File: config.mk
export PLATFORM = sky130hd
export DESIGN_NAME = pagb_ctrl
export DESIGN_NICKNAME = d
export VERILOG_FILES = /design/src/rtl/pagb_pkg.sv /design/src/rtl/pagb_ctrl.sv
export SDC_FILE = /design/constraint.sdc
export NUM_CORES = 1
export LEC_CHECK = 0
export BUFFER_PORTS_ARGS = -buffer_cell sky130_fd_sc_hd__buf_2
export CAP_MARGIN = 30
export CELL_PAD_IN_SITES_DETAIL_PLACEMENT = 2
export CELL_PAD_IN_SITES_GLOBAL_PLACEMENT = 2
export CORE_AREA = 2 2 49 51
export DETAILED_ROUTE_END_ITERATION = 8
export DIE_AREA = 0 0 51 53
export PLACE_DENSITY_LB_ADDON = 0.08
export SETUP_SLACK_MARGIN = 0.1
export SYNTH_ARGS = -nofsm -noshare
export SYNTH_HDL_FRONTEND = slang
export SYNTH_SLANG_ARGS = --single-unit
File: constraint.sdc
create_clock -name clk -period 1.6 [get_ports clk]
set_input_delay 0.16 -clock clk [delete_from_list [all_inputs] [get_ports clk]]
set_output_delay 0.16 -clock clk [all_outputs]
set_load 0.01 [all_outputs]
File: src/rtl/pagb_pkg.sv
package pagb_pkg;

	localparam int MAX_NODES_DEF = 1024;
	localparam int MAX_SEED      = 8;
	localparam int FRAC_W        = 32;
	localparam int DEG_W         = 16;
	localparam int NODE_OUT_W    = 10;
	localparam int EDGE_NUM_W    = 14;
	localparam int CFG_IDX_W     = 2;
	localparam int CFG_DATA_W    = 11;

	// Configuration register indexes.
	localparam logic [CFG_IDX_W-1:0] CFG_ATTACH_MODE    = 2'd0;
	localparam logic [CFG_IDX_W-1:0] CFG_EDGES_PER_NODE = 2'd1;
	localparam logic [CFG_IDX_W-1:0] CFG_NODE_COUNT     = 2'd2;

	localparam logic        ATTACH_MODE_RST    = 1'b0;
	localparam logic [3:0]  EDGES_PER_NODE_RST = 4'd2;
	localparam logic [10:0] NODE_COUNT_RST     = 11'd1024;

	// Input operation codes.
	localparam logic OP_START = 1'b0;
	localparam logic OP_DRAW  = 1'b1;

	localparam logic [DEG_W-1:0] DEG_SAT = '1;

	typedef enum logic [3:0] {
		ST_IDLE,
		ST_CLEAR,
		ST_SEED,
		ST_RD_I,
		ST_MUL,
		ST_THR,
		ST_SCAN,
		ST_RD_J,
		ST_WR_I,
		ST_EMIT
	} pagb_state_t;

	typedef struct packed {
		logic accept;
		logic seed_init;
		logic clr_step;
		logic seed_emit;
		logic stop_build;
		logic rd_i;
		logic mul;
		logic thr;
		logic scan_step;
		logic rd_j;
		logic wr_i;
		logic draw_emit;
	} pagb_cmd_t;

	typedef struct packed {
		logic building;
		logic draw_go;
		logic clr_last;
		logic seed_none;
		logic seed_last;
		logic uniform;
		logic scan_hit;
		logic out_free;
	} pagb_status_t;

endpackage

File: src/rtl/pagb_ctrl.sv
module pagb_ctrl (
	input  logic                  clk,
	input  logic                  arst_n,
	input  logic                  in_valid,
	output logic                  in_ready,
	input  logic                  op,
	input  pagb_pkg::pagb_status_t status,
	output pagb_pkg::pagb_cmd_t    cmd
);

	pagb_pkg::pagb_state_t state_q;
	pagb_pkg::pagb_state_t state_nxt;

	always_ff @(posedge clk or negedge arst_n) begin
		if (!arst_n) begin
			state_q <= pagb_pkg::ST_IDLE;
		end else begin
			state_q <= state_nxt;
		end
	end

	always_comb begin
		state_nxt = state_q;
		cmd       = '0;
		in_ready  = 1'b0;
		case (state_q)
			pagb_pkg::ST_IDLE: begin
				in_ready = 1'b1;
				if (in_valid) begin
					cmd.accept = 1'b1;
					if (op == pagb_pkg::OP_START) begin
						cmd.seed_init = 1'b1;
						state_nxt     = pagb_pkg::ST_CLEAR;
					end else if (status.building) begin
						if (status.draw_go) begin
							state_nxt = pagb_pkg::ST_RD_I;
						end else begin
							cmd.stop_build = 1'b1;
						end
					end
				end
			end
			pagb_pkg::ST_CLEAR: begin
				cmd.clr_step = 1'b1;
				if (status.clr_last) begin
					state_nxt = status.seed_none ? pagb_pkg::ST_IDLE : pagb_pkg::ST_SEED;
				end
			end
			pagb_pkg::ST_SEED: begin
				if (status.out_free) begin
					cmd.seed_emit = 1'b1;
					if (status.seed_last) begin
						state_nxt = pagb_pkg::ST_IDLE;
					end
				end
			end
			pagb_pkg::ST_RD_I: begin
				cmd.rd_i  = 1'b1;
				state_nxt = pagb_pkg::ST_MUL;
			end
			pagb_pkg::ST_MUL: begin
				cmd.mul   = 1'b1;
				state_nxt = pagb_pkg::ST_THR;
			end
			pagb_pkg::ST_THR: begin
				cmd.thr   = 1'b1;
				state_nxt = status.uniform ? pagb_pkg::ST_RD_J : pagb_pkg::ST_SCAN;
			end
			pagb_pkg::ST_SCAN: begin
				cmd.scan_step = 1'b1;
				if (status.scan_hit) begin
					state_nxt = pagb_pkg::ST_RD_J;
				end
			end
			pagb_pkg::ST_RD_J: begin
				cmd.rd_j  = 1'b1;
				state_nxt = pagb_pkg::ST_WR_I;
			end
			pagb_pkg::ST_WR_I: begin
				cmd.wr_i  = 1'b1;
				state_nxt = pagb_pkg::ST_EMIT;
			end
			pagb_pkg::ST_EMIT: begin
				if (status.out_free) begin
					cmd.draw_emit = 1'b1;
					state_nxt     = pagb_pkg::ST_IDLE;
				end
			end
			default: begin
				state_nxt = pagb_pkg::ST_IDLE;
			end
		endcase
	end

endmodule

; Word-level counts from Yosys, hierarchy flattened
; Index checks and enable logic that the tools add are counted.
[word_totals]
register_bits = 4
input_bits = 12
output_inout_bits = 13
wordCells = 51
[classes]
n_eq_ne = 17
muxes = 31
n_reduce_logical = 2
[op_table]
columns = op, n
row1 = 4-bit one-hot mux with 10 select lines, 1
row2 = 4-bit two-way mux, 9
row3 = 1-bit two-way mux, 18
row4 = 4-bit by 3-bit equality test with 1-bit output (second input constant), 4
row5 = 2-bit inequality test (second input constant), 6
row6 = 4-bit by 2-bit equality test with 1-bit output (second input constant), 2
row7 = 4-bit equality test (second input constant), 2
row8 = 8-bit AND reduction, 1
row9 = 2-bit two-way mux, 3
row10 = 3-bit inequality test (second input constant), 2
row11 = 4-bit by 1-bit equality test with 1-bit output (second input constant), 1
row12 = 4-bit logical NOT, 1

; Logic depth before layout (Yosys ltp)
[logic_depth]
word_depth = 5
ltp_mapped = 5
ltp_nobuf = 4

; Worst setup path after synthesis
; OpenSTA, ideal clock, no wires.
[synth_timing]
path_kind = reg2out
from = reg state_q[1]
to = out cmd[7] in the netlist's numbering
t_arrival_ps = 1250
required_ps = 1440
path_slack_ps = 190
path_stages_with_launch = 5
n_path_buf = 1
cell_sequence = dfrtp_1 -> buf_6 -> nor4_4 -> and2_4 -> and4b_1
[synth_rtl]
columns = element, line
row1 = "start, declared", pagb_ctrl.sv:11  ; pagb_pkg::pagb_state_t state_q;
row2 = "start signal, assigned", pagb_ctrl.sv:16  ; state_q <= pagb_pkg::ST_IDLE;
row3 = "start signal, assigned", pagb_ctrl.sv:18  ; state_q <= state_nxt;
row4 = "end, declared", pagb_ctrl.sv:8  ; output pagb_pkg::pagb_cmd_t cmd

==> key figures <==
Status
  – Status: finished clean

GRT
  – Tot GR Track Use: 0.149
  – Vias in the first global route: 628
  – Total gr overflow: 0
  – Largest net degree at the start of global routing: 11
  – Initial antenna violation count: 0
  – First-pass GRT wire length: 2930 um

Final layout
  – Final #Nets: 110
  – Reg with most FFs: state_q
  – ANT cells: 0
  – Layout cells sized above 1: 0.615
  – Most frequent cells in the layout: 23 x buf_2, 10 x buf_4, 6 x nor2_1
  – Syn-to-layout area delta: 86.6%
  – Most common cell after layout, fill and taps aside: buf_2
  – Max reg flops: 4
  – Fin cells: 124
  – Top Registers: state_q x4
  – Final core utilization: 0.380

STA
  – Final Skew: 4.87 ps
  – WHS: 251 ps
  – Slew headroom: 0.807
  – Maximum clock frequency: 627 MHz
  – Fin crit share: 0.997
  – Worst-Margin Slew: 288 ps
  – Worst Setup Slack, final: 4.55 ps
  – Final Max Tran Viols: 0
  – Unrepaired setup endpoints after global routing: yes
  – Final Hold Viols: 0
  – Count of final setup violators: 0
  – Min cycle time layout: 1600 ps

Floorplanning
  – Row cnt: 17
  – Die width: 51 um
  – Initial Util: 0.204
  – Core area: 0.00215 mm2
  – I/O pins: 25
  – Total die area: 0.00270 mm2
  – Die Y-Extent: 53 um

Critical path
  – Worst Setup SP: state_q[0]
  – Crit-path max FO: 4
  – Critical Path End Type: output port
  – Kind of start point of the critical path: flop
  – Reg-to-Reg End: state_q[0]
  – Worst R2R Path Depth: 7
  – Reg2Reg Launch Point: state_q[3]
  – Slowest CP cell: dfrtp_2
  – Reg2Reg Setup Slack: 150 ps
  – Last element of the critical path: cmd[7]
  – Critical Path RT: 1440 ps
  – Crit path DAT: 1440 ps
  – CP cell instances: nor4_4 -> and2_4 -> and4b_1 -> buf_2
  – Kind of critical path: reg -> out
  – Slowest stage delay, CP: 430 ps

Place
  – Routability congestion estimate: 0.677
  – DP Wirelength: 1340 um
  – Placed instance count: 110
  – Port Buffers: 24
  – Dpl ws: 149 ps

Drt
  – Antenna-violating nets left: 0
  – Post-Route WL: 1860 um
  – Via count: 575
  – DRT iter0 DRCs: 4
  – Routed len/inst: 15.0 um
  – Via-to-Cell Ratio: 4.64
  – Pre-antenna DRT Iters: 2
  – Residual DRC count: 0

CTS
  – CTS buffer count: 3
  – Skew-Pair Late Insertion Delay: 240 ps
  – CTS tree: done
  – Clock Path Buffers: 2
  – CTS root buffer: clkbuf_4
  – Clock Sinks: 4
  – H-tree depth: 1
  – Clk slew on worst S/H paths: 40 ps

Synthesis
  – Synth Area in Compound Gates: 0.186
  – Synthesized Nets: 69
  – Post-Synthesis Cells: 57
  – Post-synthesis simple-gate area fraction: 0.463
  – Ranking of synthesized cells by area: dfrtp_1 23%, nor3_1 6.9%, nor2b_1 5.7%, buf_6 5.1%, nand2_1 5.1%
  – Seq cells post-synth: 4
  – Yosys top cell area share: 0.229
  – Synth Warn #: 0
  – Largest area contributor in the netlist: dfrtp_1
  – Mux share of post-synthesis cell area: 0
  – Distinct cells, synth: 26
  – Post-Syn Area: 438 um2
  – Largest family of logic cells by synthesized area: simple AND/OR/NAND/NOR gates
  – Part of the Yosys area used for sequential elements: 0.229
  – Adder-cell share of the synthesized area: 0
  – Synthesized area per cell: 7.68 um2
  – XOR/XNOR Fraction of Synth Area: 0.0200

Run
  – Max Cap Violations: 0

Min path
  – Hold WC Path Type: in -> async

Power
  – LEAKAGE: 0.399 nW
  – Power per cell area: 1850 mW/mm2
  – IR drop worst, VDD: 0.509 mV
## through the flow
step	area, um2	TNS, ps	power [W]
5_1_grt	817	-95.6	0.00161
4_1_cts	712	-12.9	0.00130
3_3_place_gp	593	0	0.000975
3_5_place_dp	593	0	0.000988
6_report	817	0	0.00151
2_1_floorplan	438	0	0.000738
## kinds of logic after synthesis
family	count (synthesis)
and+or+nand+nor	34
buffers and inverters	6
AOI/OAI and AO/OA	12
xor gates and xnor gates	1
DFF	4
## layout make-up
class	instances	area, um2
flip-flops and latches	4	105
well taps	28	35.0
repair buffers	40	285
multi-input cells	47	358
clock buffers	3	22.5
inverters	2	11.3
fillers	258	1330
## per-layer routing
| layer | share of wire | up-vias | track usage |
|---|---|---|---|
| met5 | 0 | - | 0 |
| met4 | 0.0043 | 0 | 0.0946 |
| met3 | 0.032 | 2 | 0.0198 |
| met2 | 0.52 | 16 | 0.262 |
| met1 | 0.45 | 277 | 0.170 |
| li1 | - | 280 | - |
## critical path: cells and delay by family (launching register included)
kind / cells / cell delay, ps
simple gates: 3 / 630
buf+inv: 1 / 120
flops: 1 / 430
## where the power goes
part           internal [W]  switching, W  total, W
Sequential         0.000156     0.0000932  0.000250
Clock             0.0000841     0.0000439  0.000128
Combinational      0.000608      0.000525   0.00113
## synthesized netlist by cell type, drive strengths merged
cell and n:
nand2 6, nor2 6, nor3 6, buf 4, dfrtp 4, nor2b 4
nand2b 3, o21ai 3, a31oi 2, and3 2, inv 2, nand3b 2
a211o 1, a21oi 1, a22o 1, a31o 1, a32oi 1, and2 1
and2b 1, and4b 1, nor4 1, nor4b 1, o21a 1, o22ai 1
xor2 1
## worst min-delay path by stage
| stage | start | endpoint | slack (ps) | cells after the start |
|---|---|---|---|---|
| 3_3_place_gp | arst_n | state_q[1] | -30 | 1 |
| 3_5_place_dp | arst_n | state_q[1] | -30 | 1 |
| 2_1_floorplan | arst_n | state_q[0] | -140 | 0 |
| 6_report | arst_n | state_q[1] | 250 | 2 |
| 4_1_cts | arst_n | state_q[1] | 250 | 2 |
| 5_1_grt | arst_n | state_q[1] | 260 | 2 |
## what timing repair did
item                                    in CTS  in global routing
resized for setup                            9                 12
endpoints found under the setup margin      12                  9
hold buffers                                 1                  0
hold endpoints to repair                     4                  0
pin swaps                                    4                  6
buffers inserted                             4                  6
(Power assumes the default switching activity.)
